<file path="src/rtl/ppsm_pkg.sv">
// Shared types, constants and helper functions of the pulse period speed meter.
package ppsm_pkg;

  // Capture ring and walk sizing.
  localparam int RING_DEPTH = 64;
  localparam int RING_AW    = $clog2(RING_DEPTH);
  localparam int MAX_WALK   = 64;
  localparam int WALK_W     = $clog2(MAX_WALK + 1);
  localparam int OFF_W      = WALK_W + 2;

  // Datapath widths.
  localparam int CNT_W  = 8;
  localparam int TOT_W  = 40;
  localparam int PROD_W = 64;
  localparam int DIV_W  = 64;

  // Fixed numeric constants.
  localparam logic [31:0] DUP_TICKS  = 32'd4;
  localparam logic [31:0] ROLL_TICKS = 32'd29999;
  localparam logic [39:0] OUT_MAX    = 40'hFF_FFFF_FFFF;

  // Configuration register indexes.
  localparam int CFG_IDX_W = 3;
  localparam logic [CFG_IDX_W-1:0] CFG_RATIO   = 3'd0;
  localparam logic [CFG_IDX_W-1:0] CFG_TIMEOUT = 3'd1;
  localparam logic [CFG_IDX_W-1:0] CFG_VAR_EN  = 3'd2;
  localparam logic [CFG_IDX_W-1:0] CFG_LOW     = 3'd3;
  localparam logic [CFG_IDX_W-1:0] CFG_HIGH    = 3'd4;
  localparam logic [CFG_IDX_W-1:0] CFG_MIN     = 3'd5;
  localparam logic [CFG_IDX_W-1:0] CFG_MAX     = 3'd6;
  localparam logic [CFG_IDX_W-1:0] CFG_TICK    = 3'd7;

  // Result status codes.
  typedef enum logic [2:0] {
    ST_OK        = 3'd0,
    ST_NO_NEW    = 3'd1,
    ST_STOPPED   = 3'd2,
    ST_STALE     = 3'd3,
    ST_UNSTOPPED = 3'd4,
    ST_NO_DELTAS = 3'd5,
    ST_BAD       = 3'd6
  } status_t;

  // Controller states.
  typedef enum logic [4:0] {
    S_IDLE, S_RD1, S_RDMIN, S_DECIDE, S_WINIT, S_WSTEP,
    S_PK_TMP, S_PK_FN, S_PK_LO, S_PK_HI, S_PK_CMP, S_PK_KH, S_PK_KL,
    S_PK_DIV, S_PK_WAIT, S_PK_SET, S_PK_END,
    S_FIX, S_CHK, S_FMUL, S_FDIV, S_FWAIT, S_SPH, S_SPL, S_FOUT, S_EMIT
  } state_t;

  // Datapath operations.
  typedef enum logic [4:0] {
    OP_NONE, OP_CAPTURE, OP_START, OP_LATCH_V, OP_DECIDE, OP_WALK_INIT,
    OP_WALK_STEP, OP_PK_TMP, OP_PK_FN, OP_PK_LO, OP_PK_HI, OP_PK_CMP,
    OP_PK_KH, OP_PK_KL, OP_PK_DIV, OP_PK_SET, OP_FIX, OP_CHK, OP_FMUL,
    OP_FDIV, OP_SPH, OP_SPL, OP_FOUT, OP_EMIT
  } op_t;

  // Ring read address selection.
  typedef enum logic [2:0] {
    RD_BACK1, RD_BACK2, RD_BACKMIN, RD_WALK, RD_WALK_NEXT
  } rd_sel_t;

  typedef struct packed {
    op_t     op;
    rd_sel_t rd_sel;
  } cmd_t;

  typedef struct packed {
    logic dec_walk;
    logic want_zero;
    logic walk_cont;
    logic pick_now;
    logic pick_direct;
    logic walk_more;
    logic n_zero;
    logic total_zero;
    logic div_done;
    logic out_free;
  } sts_t;

  // True when x is more than 1.8 times y.
  function automatic logic outlier(input logic [31:0] x, input logic [31:0] y);
    logic [35:0] x5;
    logic [35:0] y9;
    x5 = {4'b0, x} + {2'b0, x, 2'b0};
    y9 = {4'b0, y} + {1'b0, y, 3'b0};
    return x5 > y9;
  endfunction

endpackage

</file>
<file path="src/rtl/ppsm_ctrl.sv">
// Controller state machine that sequences captures and evaluations.
module ppsm_ctrl (
  input  logic           clk,
  input  logic           rst,
  input  logic           in_valid,
  input  logic           in_func,
  output logic           in_ready,
  input  ppsm_pkg::sts_t sts,
  output ppsm_pkg::cmd_t cmd
);
  import ppsm_pkg::*;

  state_t state, state_next;

  always_ff @(posedge clk) begin
    if (rst) begin
      state <= S_IDLE;
    end else begin
      state <= state_next;
    end
  end

  // Next state.
  always_comb begin
    state_next = state;
    case (state)
      S_IDLE:    if (in_valid && in_func) state_next = S_RD1;
      S_RD1:     state_next = S_RDMIN;
      S_RDMIN:   state_next = S_DECIDE;
      S_DECIDE:  state_next = sts.dec_walk ? S_WINIT : S_EMIT;
      S_WINIT:   state_next = sts.want_zero ? S_FIX : S_WSTEP;
      S_WSTEP: begin
        if (sts.pick_now) begin
          state_next = S_PK_TMP;
        end else if (sts.walk_cont) begin
          state_next = S_WSTEP;
        end else begin
          state_next = S_FIX;
        end
      end
      S_PK_TMP:  state_next = S_PK_FN;
      S_PK_FN:   state_next = S_PK_LO;
      S_PK_LO:   state_next = S_PK_HI;
      S_PK_HI:   state_next = S_PK_CMP;
      S_PK_CMP:  state_next = sts.pick_direct ? S_PK_END : S_PK_KH;
      S_PK_KH:   state_next = S_PK_KL;
      S_PK_KL:   state_next = S_PK_DIV;
      S_PK_DIV:  state_next = S_PK_WAIT;
      S_PK_WAIT: if (sts.div_done) state_next = S_PK_SET;
      S_PK_SET:  state_next = S_PK_END;
      S_PK_END:  state_next = sts.walk_more ? S_WSTEP : S_FIX;
      S_FIX:     state_next = S_CHK;
      S_CHK:     state_next = (sts.n_zero || sts.total_zero) ? S_EMIT : S_FMUL;
      S_FMUL:    state_next = S_FDIV;
      S_FDIV:    state_next = S_FWAIT;
      S_FWAIT:   if (sts.div_done) state_next = S_SPH;
      S_SPH:     state_next = S_SPL;
      S_SPL:     state_next = S_FOUT;
      S_FOUT:    state_next = S_EMIT;
      S_EMIT:    if (sts.out_free) state_next = S_IDLE;
      default:   state_next = S_IDLE;
    endcase
  end

  // Outputs toward the datapath and the input channel.
  always_comb begin
    in_ready   = 1'b0;
    cmd.op     = OP_NONE;
    cmd.rd_sel = RD_BACK1;
    case (state)
      S_IDLE: begin
        in_ready = 1'b1;
        if (in_valid) cmd.op = in_func ? OP_START : OP_CAPTURE;
      end
      S_RD1:     cmd.rd_sel = RD_BACK1;
      S_RDMIN: begin
        cmd.op     = OP_LATCH_V;
        cmd.rd_sel = RD_BACKMIN;
      end
      S_DECIDE:  cmd.op = OP_DECIDE;
      S_WINIT: begin
        cmd.op     = OP_WALK_INIT;
        cmd.rd_sel = RD_BACK2;
      end
      S_WSTEP: begin
        cmd.op     = OP_WALK_STEP;
        cmd.rd_sel = RD_WALK_NEXT;
      end
      S_PK_TMP:  cmd.op = OP_PK_TMP;
      S_PK_FN:   cmd.op = OP_PK_FN;
      S_PK_LO:   cmd.op = OP_PK_LO;
      S_PK_HI:   cmd.op = OP_PK_HI;
      S_PK_CMP:  cmd.op = OP_PK_CMP;
      S_PK_KH:   cmd.op = OP_PK_KH;
      S_PK_KL:   cmd.op = OP_PK_KL;
      S_PK_DIV:  cmd.op = OP_PK_DIV;
      S_PK_WAIT: cmd.op = OP_NONE;
      S_PK_SET:  cmd.op = OP_PK_SET;
      S_PK_END:  cmd.rd_sel = RD_WALK;
      S_FIX:     cmd.op = OP_FIX;
      S_CHK:     cmd.op = OP_CHK;
      S_FMUL:    cmd.op = OP_FMUL;
      S_FDIV:    cmd.op = OP_FDIV;
      S_FWAIT:   cmd.op = OP_NONE;
      S_SPH:     cmd.op = OP_SPH;
      S_SPL:     cmd.op = OP_SPL;
      S_FOUT:    cmd.op = OP_FOUT;
      S_EMIT:    if (sts.out_free) cmd.op = OP_EMIT;
      default:   cmd.op = OP_NONE;
    endcase
  end

endmodule

</file>
<file path="config.mk">
export PLATFORM = sky130hd
export DESIGN_NAME = ppsm_ctrl
export DESIGN_NICKNAME = d
export VERILOG_FILES = /design/src/rtl/ppsm_pkg.sv /design/src/rtl/ppsm_ctrl.sv
export SDC_FILE = /design/constraint.sdc
export NUM_CORES = 1
export LEC_CHECK = 0
export BUFFER_PORTS_ARGS = -buffer_cell sky130_fd_sc_hd__buf_4
export CAP_MARGIN = 20
export CORE_MARGIN = 2
export CORE_UTILIZATION = 35
export DETAILED_ROUTE_END_ITERATION = 16
export PLACE_DENSITY_LB_ADDON = 0.3
export SLEW_MARGIN = 20
export SYNTH_ARGS = -nofsm -noshare
export SYNTH_HDL_FRONTEND = slang
export SYNTH_SLANG_ARGS = --single-unit
export TNS_END_PERCENT = 1
</file>
<file path="constraint.sdc">
create_clock -name clk -period 2.65 [get_ports clk]
set_input_delay 0.53 -clock clk [delete_from_list [all_inputs] [get_ports clk]]
set_output_delay 0.53 -clock clk [all_outputs]
set_load 0.03 [all_outputs]
</file>
==> Yosys cells after proc, flatten, opt, wreduce, memory -nomap -nowiden <==
Index checks and enable logic that the tools add are counted.
{ "word_totals": {"mem_bits_rw": 0, "latch_bits": 0, "input_bits": 14, "mem_bits_ro": 0, "output_inout_bits": 9, "regBits": 5, "word_cells": 52, "n_memories": 0} }
{ "op_classes": {"n_reduce_logical": 4, "bitwise": 0, "add_sub_neg": 0, "mux": 18, "div_mod_pow": 0, "shifts": 0, "magnitude_cmp": 0, "n_mul": 0, "eq_ne": 29} }
{ "op_table": {"columns": ["op", "n"], "rows": [
  ["case mux 5 bit (26 select lines)", 1],
  ["case mux 5 bit (22 select lines)", 1],
  ["two-way mux 5 bit", 11],
  ["equality test 5 bit (second input constant)", 10],
  ["equality test 5 x 4 -> 1 bit (second input constant)", 8],
  ["equality test 5 x 3 -> 1 bit (second input constant)", 4],
  ["case mux 3 bit (4 select lines)", 1],
  ["equality test 5 x 2 -> 1 bit (second input constant)", 2],
  ["!= test 2 bit (second input constant)", 4],
  ["equality test 5 x 1 -> 1 bit (second input constant)", 1],
  ["logical NOT 5 bit", 1],
  ["two-way mux 2 bit", 2],
  ["two-way mux 4 bit", 1],
  ["AND reduction 4 bit", 1],
  ["logical AND 1 bit", 1],
  ["logical OR 1 bit", 1],
  ["two-way mux 1 bit", 1]
]} }

==> Logic depth before layout (Yosys ltp) <==
Gate-level depths: netlist (run 1).
{ "depth": {"depth_word": 3, "ltp_mapped": 7, "ltp_nobuf": 5} }

==> Worst setup path before layout (run 1) <==
No wires, ideal clock.
{ "synth_path": {"path_type": "flip-flop to output port", "start": "register state[1]", "end": "output port cmd[3] (netlist name)", "stages_incl_launch_ff": 5, "arrival_ns": 1.753, "path_buffers": 0, "required_ns": 2.120, "slack_ns": 0.367, "cell_sequence": "dfxtp_1 -> or3_4 -> nor2_1 -> nand2_1 -> o21bai_1"} }
{ "synth_lines": {"columns": ["item", "line_no", "source"], "rows": [
  ["from (decl)", "ppsm_ctrl.sv:13", "state_t state, state_next;"],
  ["from (signal assigned)", "ppsm_ctrl.sv:19", "state <= state_next;"],
  ["to (decl)", "ppsm_ctrl.sv:9", "output ppsm_pkg::cmd_t cmd"]
]} }

==> metrics.md, run 1 <==
| Metric | Value |
|---|---|
| Share of cells above drive strength 1 | between 20 and 25% |
| Antenna violations before repair | 0 |
| Worst setup EP type | output pin |
| Critical path arrival | around 1.9 ns |
| Die area | roughly 3000 um^2 |
| Largest area contributor in the netlist | dfxtp_1 |
| Max-capacitance violation count | 0 |
| I/O pin count | 23 |
| Die width | 55.1 um |
| Largest register FFs | 5 |
| Fin. Hold Viols | 0 |
| Leak Pwr | 0.432 nW |
| Synthesis-to-layout area growth | 22.6% |
| Initial core utilization | 36.9% |
| Synth Cell Area | about 910 um^2 |
| Placement Cell Area | 1090 um^2 |
| CORE AREA | between 2000 and 2500 um^2 |
| Nets | about 180 |
| Final TNS setup | 0 ns |
| Post-synth top cells | nor2_1, a21oi_1, nand2_1 |
| Longest Clk Path Bufs | 2 |
| Dpl hpwl | approximately 2000 um |
| Post-route cell area | roughly 1100 um^2 |
| Global Route Usage Sum | 18.2% |
| Pin count of the biggest net entering global routing | 21 |
| Routed vias | between 1000 and 1500 |
| I/O Buffers | 22 |
| Async S/R FF share, synth | 0% |
| Top cell type's share of synthesized area | a little over a tenth |
| Final Setup Violations | 0 |
| Max frequency | slightly above 0.4 GHz |
| Post-route DRC | 0 |
| Tightest Pin Transition | ~0.6 ns |
| Worst VDD drop | between 700 and 800 uV |
| Final Util | roughly 45% |
| Worst Skew | around 0.00022 ns |
| Area contributors post-synth | dfxtp_1, a21oi_1, nor2_1 |
| Sink Count | 5 |
| Die height | about 55 um |
| Final period utilization | around 92% |
| Critical Path Start Type | flop |
| Sequential standard cell area | slightly above 100 um^2 |
| ANT nets after route | 0 |
| Synth warn | 0 |
| Power Density | ~1200 nW/um^2 |
| GP Congestion | 0.854 |
| Post-Syn Nets | roughly 160 |
| Biggest registers after layout | state (5) |
| Sequential share of the synthesized area | between 10% and 20% |
| CTS tree | built |
| Fill cells | approximately 270 |
| Register with the most flip-flops | state |
| Syn Area/Cell | about 6.5 um^2 |
| CP Class | reg -> out |
| Slew headroom | 59.8% |
| Final slew viol count | 0 |
| Top-count cell post-synth | nor2_1 |
| Netlist cell types | 43 |
| WL/cell | around 13 um |
| Clock Pin Slew Worst Setup and Hold Paths | roughly 0.05 ns |
| Mapped Cells | around 140 |
| Cell row count | 18 |
| Critical Path RT | around 2.1 ns |
| Status | completed |
| Multi-input logic area | around 740 um^2 |
| Worst hold-check path type | in -> reg |
| EDFF count, synth | 0 |
| CTS root buf | clkbuf_4 |
| Via-to-Cell Ratio | 5.74 |
| RSZ-0062 raised after global routing | false |
| Detailed Routing Iterations Pass 1 | 4 |
| Tmin final | roughly 2.5 ns |
| Max Fanout on Critical Path | 12 |
| First-pass GRT wire length | 4020 um |
| DRT iter0 DRCs | 22 |
| # diodes | 0 |
| Prevailing post-synth register cell | dfxtp_1 |
| CTS Buf Count | 3 |
| H-tree depth | 1 |
| Vias in the first global route | a little under 900 |
| Grt total ovfl | 0 |
| Worst-skew pair later-pin latency | around 0.24 ns |
| Final WL | 2570 um |
| FF+latch count, synth | 5 |
worst paths after layout:
check | start | end | slack, ns | cells after the start
hold reg to reg | state[3] | state[1] | 0.77 | 3
hold / removal | rst | state[2] | 0.49 | 2
setup / recovery | state[4] | cmd[3] | 0.20 | 6
setup reg to reg | state[1] | state[4] | 0.72 | 6
cell usage in the layout (no fill, tap or decap), types with 2 or more instances in the layout:
| cell | instances |
|---|---|
| a211oi_1 | 2 |
| a211oi_2 | 2 |
| a21oi_1 | 15 |
| a31oi_1 | 4 |
| and3_1 | 2 |
| buf_4 | 28 |
| clkbuf_4 | 3 |
| dfxtp_1 | 4 |
| inv_1 | 2 |
| nand2_1 | 12 |
| nand2b_1 | 7 |
| nand3_1 | 3 |
| nor2_1 | 18 |
| nor2b_1 | 8 |
| nor3_1 | 8 |
| nor4_1 | 2 |
| o21ai_0 | 7 |
| o21bai_1 | 3 |
| o221ai_1 | 2 |
| o31ai_1 | 3 |
| xnor2_1 | 3 |
power by group:
group | switching [mW] | internal [mW]
logic | 0.590 | 0.446
registers | 0.118 | 0.104
clock network | 0.0336 | 0.0571
kinds of logic after synthesis:
| logic type | after synthesis | share of synthesized area [%] |
|---|---|---|
| compound gates | 50 | 37.1 |
| xor+xnor | 3 | 2.87 |
| buf+inv | 14 | 8.35 |
| flops | 5 | 10.9 |
| mux | 1 | 1.09 |
| simple gates | 68 | 39.7 |
metrics by stage:
stage	instances	setup WS [ns]	power, mW	hold slack (ns)
final	191	0.199	1.35	0.490
after global routing	191	0.0614	1.46	0.498
after CTS	191	0.159	1.35	0.480
after detailed placement	187	0.453	1.25	0.738
after global placement	187	0.452	1.25	0.737
after floorplan	141	0.367	0.989	0.599
timing repair:
action	CTS	global route
setup buffers	0	0
hold buffers	0	0
setup endpoints to repair	0	1
resized for setup	0	1
per-layer routing:
metal / vias up / part of all wire, % / GRT usage [%]
met5: - / 0 / 0
met2: 56 / 46 / 27.0
met4: 0 / 0 / 6.10
li1: 558 / - / -
met3: 0 / 8.3 / 1.08
met1: 483 / 45 / 27.7
layout make-up:
class	instances	area share, %
multi-input cells	122	65.8
repair buffers	28	18.7
well taps	30	3.35
flip-flops and latches	5	9.04
inverters	2	0.670
clock buffers	4	2.34
worst max-delay path, stage by stage, from the launching register on:
cell      delay (ns)
dfxtp_1         0.56
or2b_4          0.36
a21oi_1         0.20
o21ai_0         0.14
o221ai_1        0.11
o21bai_1        0.13
buf_4           0.17
(Power assumes the default switching activity.)
==> run 2: changes to the inputs <==
==> constraint.sdc (replaced) <==
create_clock -name clk -period 2.65 [get_ports clk]
set_input_delay 0.3975 -clock clk [delete_from_list [all_inputs] [get_ports clk]]
set_output_delay 0.3975 -clock clk [all_outputs]
set_load 0.03 [all_outputs]
==> run 2 against run 1 <==
Net effect:
- worst setup slack gained 0.022 ns
- clock-buffer cell count is the same
- via count grew 0.73%
- clock power shrank 3.0%
==> metrics.md, run 2 (same netlist as run 1, synthesis figures left out) <==
| Metric | Value |
|---|---|
| ANT nets after route | 0 |
| I/O Buffers | 22 |
| Fill cells | 276 |
| Longest Clk Path Bufs | 2 |
| Vias in the first global route | 905 |
| Via-to-Cell Ratio | slightly below 6 |
| Worst Skew | between 0.009 and 0.01 ns |
| Most frequent cells in the layout | buf_4, nor2_1, a21oi_1 |
| Fin Hold WS | around 0.37 ns |
| Commonest non-fill, non-tap cell in the layout | buf_4 |
| Critical path arrival | between 2 and 2.5 ns |
| Tightest Pin Transition | about 0.7 ns |
| Max frequency | 0.412 GHz |
| Clock Pin Slew Worst Setup and Hold Paths | ~0.05 ns |
| Power Density | 1200 nW/um^2 |
| Worst R2R Start | state[0] |
| Routed vias | between 1000 and 1500 |
| CORE AREA | about 2500 um^2 |
| GP Congestion | a little over 0.9 |
| CTS root buf | clkbuf_4 |
| Slew headroom | roughly 53% |
| Register with the most flip-flops | state |
| Die width | ~55 um |
| Antenna violations before repair | 0 |
| Largest register FFs | 5 |
| Biggest registers after layout | state (5) |
| DRT iter0 DRCs | between 40 and 50 |
| First-pass GRT wire length | a little over 4000 um |
| CP Class | reg -> out |
| H-tree depth | 1 |
| Sink Count | 5 |
| I/O pin count | 23 |
| Detailed Routing Iterations Pass 1 | 4 |
| Max-capacitance violation count | 0 |
| Post-CTS Resized | 0 |
| Die height | 55.1 um |
| Global Route Usage Sum | approximately a fifth |
| Final TNS setup | 0 ns |
| Share of cells above drive strength 1 | a little under a quarter |
| Max Fanout on Critical Path | 16 |
| CTS tree | built |
| Total setup buffers inserted after CTS | 0 |
| Critical Path RT | 2.25 ns |
| Worst setup EP type | output pin |
| CTS Buf Count | 3 |
| Hold buffer count at cts | 0 |
| Dpl hpwl | 2020 um |
| Synthesis-to-layout area growth | 21.6% |
| Nets | 175 |
| Cell row count | 18 |
| Final Setup Violations | 0 |
| Die area | ~3000 um^2 |
| Final WL | 2680 um |
| Leak Pwr | 0.427 nW |
| Worst Min Path Start | rst |
| Worst VDD drop | approximately 700 uV |
| WL/cell | ~14 um |
| Critical Path Start Type | flop |
| Crit path from | state[4] |
| Status | completed |
| Fin. Hold Viols | 0 |
| Tmin final | 2.43 ns |
| # diodes | 0 |
| RSZ-0062 raised after global routing | false |
| Worst-skew pair later-pin latency | about 0.24 ns |
| Post-route DRC | 0 |
| Initial core utilization | a little under two fifths |
| Final slew viol count | 0 |
| Final period utilization | between 90% and 100% |
| Grt total ovfl | 0 |
| Pin count of the biggest net entering global routing | 23 |
| Worst hold-check path type | in -> reg |
==> run 2: cell count changes in the layout (fill, tap and decap cells not counted), sizes merged <==
| cell | before | now |
|---|---|---|
| buf | 28 | 27 |
==> run 2: through the flow <==
stage | cells | setup WS (ns) | area, um^2 | power, mW | util, %
floorplan | 141 | 0.500 | 915 | 0.989 | -
global placement | 186 | 0.508 | 1090 | 1.23 | 43.8
detailed placement | 186 | 0.516 | 1090 | 1.24 | 43.8
CTS | 190 | 0.243 | 1110 | 1.33 | 44.9
global route | 190 | 0.0225 | 1110 | 1.45 | 44.9
finish | 190 | 0.221 | 1110 | 1.33 | 44.9
==> run 2: power breakdown <==
group          internal (mW)  switching [mW]
logic                  0.433           0.600
clock network         0.0569          0.0311
registers              0.104           0.110
total                  0.593           0.741
==> run 2: worst max-delay path: stages, from the launching register on <==
cell      delay [ns]
dfxtp_1         0.67
or2b_4          0.37
a21oi_1         0.23
o21ai_0         0.13
o221ai_1        0.08
o21bai_1        0.13
buf_4           0.17
==> run 2: cell type report <==
class / instances / area [um^2] / share of cell area, %
well taps: 30 / 37.5 / 3.37
repair buffers: 27 / 203 / 18.2
multi-input cells: 122 / 738 / 66.4
clock buffers: 4 / 26.3 / 2.36
flip-flops and latches: 5 / 100 / 9.00
inverters: 2 / 7.51 / 0.675
==> run 2: final timing paths <==
path / endpoint / slack [ns] / cells after the start
min reg2reg: state[1] / 0.75 / 4
max reg2reg: state[4] / 0.63 / 5
max: cmd[3] / 0.22 / 6
min: state[2] / 0.37 / 2
==> run 2: metal layers <==
| layer | track usage (%) | vias up | share of wire, % |
|---|---|---|---|
| li1 | - | 558 | - |
| met1 | 28.9 | 506 | 47 |
| met2 | 26.8 | 39 | 46 |
| met3 | 2.42 | 2 | 6.5 |
| met4 | 4.88 | 0 | 0.30 |
| met5 | 0 | - | 0 |
==> run 3: changes to the inputs <==
--- a/config.mk
+++ b/config.mk
@@ -7,7 +7,7 @@
 export LEC_CHECK = 0
 export BUFFER_PORTS_ARGS = -buffer_cell sky130_fd_sc_hd__buf_4
 export CAP_MARGIN = 20
-export CORE_MARGIN = 2
+export CORE_MARGIN = 8
 export CORE_UTILIZATION = 35
 export DETAILED_ROUTE_END_ITERATION = 16
 export PLACE_DENSITY_LB_ADDON = 0.3
==> run 3 against run 2 <==
Net effect:
- clock power decreased by 2%
- first-iteration DRC count decreased by 2.1%
- worst setup slack got worse by 0.0050 ns
- sequential power increased by 17%
- via count decreased by 1.0%
- utilization decreased by 0.56 points
- sequential share of layout area increased by 0.23 points
- hold slack got worse by 0.010 ns
- clock skew decreased by 0.0059 ns
- die area increased by 48%
- largest cell class unchanged
- largest power group unchanged
==> metrics.md, run 3 (same netlist as run 1, synthesis figures left out) <==
| Metric | Value |
|---|---|
| Fin. Hold Viols | 0 |
| Critical path arrival | slightly above 2 ns |
| Worst VDD drop | roughly 760 uV |
| Dpl hpwl | around 2100 um |
| Initial core utilization | 36.9% |
| I/O Buffers | 22 |
| Post-route DRC | 0 |
| DRT iter0 DRCs | 47 |
| CTS root buf | clkbuf_4 |
| Grt total ovfl | 0 |
| Hold buffer count at cts | 0 |
| Commonest non-fill, non-tap cell in the layout | buf_4 |
| Fin Hold WS | between 0.3 and 0.4 ns |
| I/O pin count | 23 |
| Final TNS setup | 0 ns |
| Critical Path RT | 2.25 ns |
| GP Congestion | around 0.89 |
| Tightest Pin Transition | just under 0.8 ns |
| Final slew viol count | 0 |
| Biggest registers after layout | state (5) |
| Via-to-Cell Ratio | roughly 5.8 |
| Post-route cell area | ~1100 um^2 |
| CORE AREA | 2480 um^2 |
| Global Route Usage Sum | between 10% and 20% |
| Largest register FFs | 5 |
| Total setup buffers inserted after CTS | 0 |
| Worst Min Path Start | rst |
| Longest Clk Path Bufs | 2 |
| Slew headroom | 47.2% |
| Vias in the first global route | around 1000 |
| Worst hold-check path type | in -> reg |
| Worst-skew pair later-pin latency | roughly 0.24 ns |
| Max-capacitance violation count | 0 |
| Leak Pwr | roughly 0.42 nW |
| Final period utilization | between 90% and 100% |
| Register with the most flip-flops | state |
| Antenna violations before repair | 0 |
| Cell row count | 18 |
| Share of cells above drive strength 1 | about a quarter |
| Max Fanout on Critical Path | 22 |
| First-pass GRT wire length | 4680 um |
| Status | completed |
| WL/cell | around 15 um |
| Worst Skew | approximately 0.0032 ns |
| Detailed Routing Iterations Pass 1 | 4 |
| RR Endpoint | state[4] |
| Power Density | approximately 1200 nW/um^2 |
| Worst Hold Path EP | state[2] |
| Synthesis-to-layout area growth | 20.1% |
| Worst Reg-to-Reg Cells | 5 |
| Most frequent cells in the layout | buf_4, nor2_1, a21oi_1 |
| Sink Count | 5 |
| Placement Cell Area | 1070 um^2 |
| RSZ-0062 raised after global routing | false |
| CP Class | reg -> out |
| Pin count of the biggest net entering global routing | 27 |
| ANT nets after route | 0 |
| Nets | 173 |
| Die area | about 4500 um^2 |
| Critical Path Start Type | flop |
| Routed vias | about 1100 |
| Die height | about 67 um |
| CTS Buf Count | 3 |
| Worst R2R Start | state[0] |
| Worst setup EP type | output pin |
| Die width | 67.1 um |
| Clock Pin Slew Worst Setup and Hold Paths | roughly 0.040 ns |
| Tmin final | 2.43 ns |
| CTS tree | built |
| Final Setup Violations | 0 |
| H-tree depth | 1 |
| Max frequency | around 0.41 GHz |
| R2R Setup Slk | 0.59 ns |
| Final WL | 2750 um |
| Hold-critical path depth | 2 |
| Fill cells | approximately 280 |
| # diodes | 0 |
## run 3: changes by cell type in the layout (fill, tap and decap cells not counted)
cell     change
dfxtp_1      -1
dfxtp_2      +1
buf_4        -2
## run 3: routing by layer
metal  global-route usage, %  vias to the layer above  share of wire (%)
met5                       0                        -                  0
met4                    4.44                        0               0.91
met3                    2.18                        4                7.1
met2                    19.7                       43                 47
met1                    16.9                      499                 45
li1                        -                      548                  -
## run 3: layout make-up
class | instances | area [um^2] | area share (%)
multi-input cells | 122 | 738 | 67.2
flip-flops and latches | 5 | 101 | 9.23
repair buffers | 25 | 188 | 17.1
clock buffers | 4 | 26.3 | 2.39
well taps | 30 | 37.5 | 3.42
inverters | 2 | 7.51 | 0.683
## run 3: worst max path at each step
stage	startpoint	to	depth (start not counted)
4_1_cts	state[4]	cmd[3]	6
6_report	state[0]	cmd[3]	6
5_1_grt	state[1]	cmd[3]	6
3_5_place_dp	state[4]	cmd[3]	6
2_1_floorplan	state[1]	cmd[3]	4
3_3_place_gp	state[4]	cmd[3]	6
## run 3: through the flow
step                      instances  power (mW)  utilization, %  setup WS, ns
after global placement          184        1.22            43.2         0.435
after floorplan                 141       0.989               -         0.500
after detailed placement        184        1.24            43.2         0.443
final                           188        1.33            44.3         0.216
after CTS                       188        1.33            44.3         0.167
after global routing            188        1.46            44.3        0.0440
## run 3: timing repair
action / 4_1_cts / 5_1_grt
endpoints found under the setup margin: 0 / 1
gates resized for setup: 0 / 1
endpoints found under the hold margin: 0 / 0
## run 3: power breakdown
| part | switching (mW) | total [mW] | internal, mW |
|---|---|---|---|
| Combinational | 0.571 | 0.995 | 0.424 |
| Clock | 0.0295 | 0.0863 | 0.0568 |
| Sequential | 0.145 | 0.250 | 0.105 |
## run 3: critical path, stage by stage, from the launching register on
cell      delay (ns)
dfxtp_1         0.74
nand2_1         0.19
a21oi_1         0.28
o21ai_0         0.14
o221ai_1        0.12
o21bai_1        0.15
buf_4           0.18
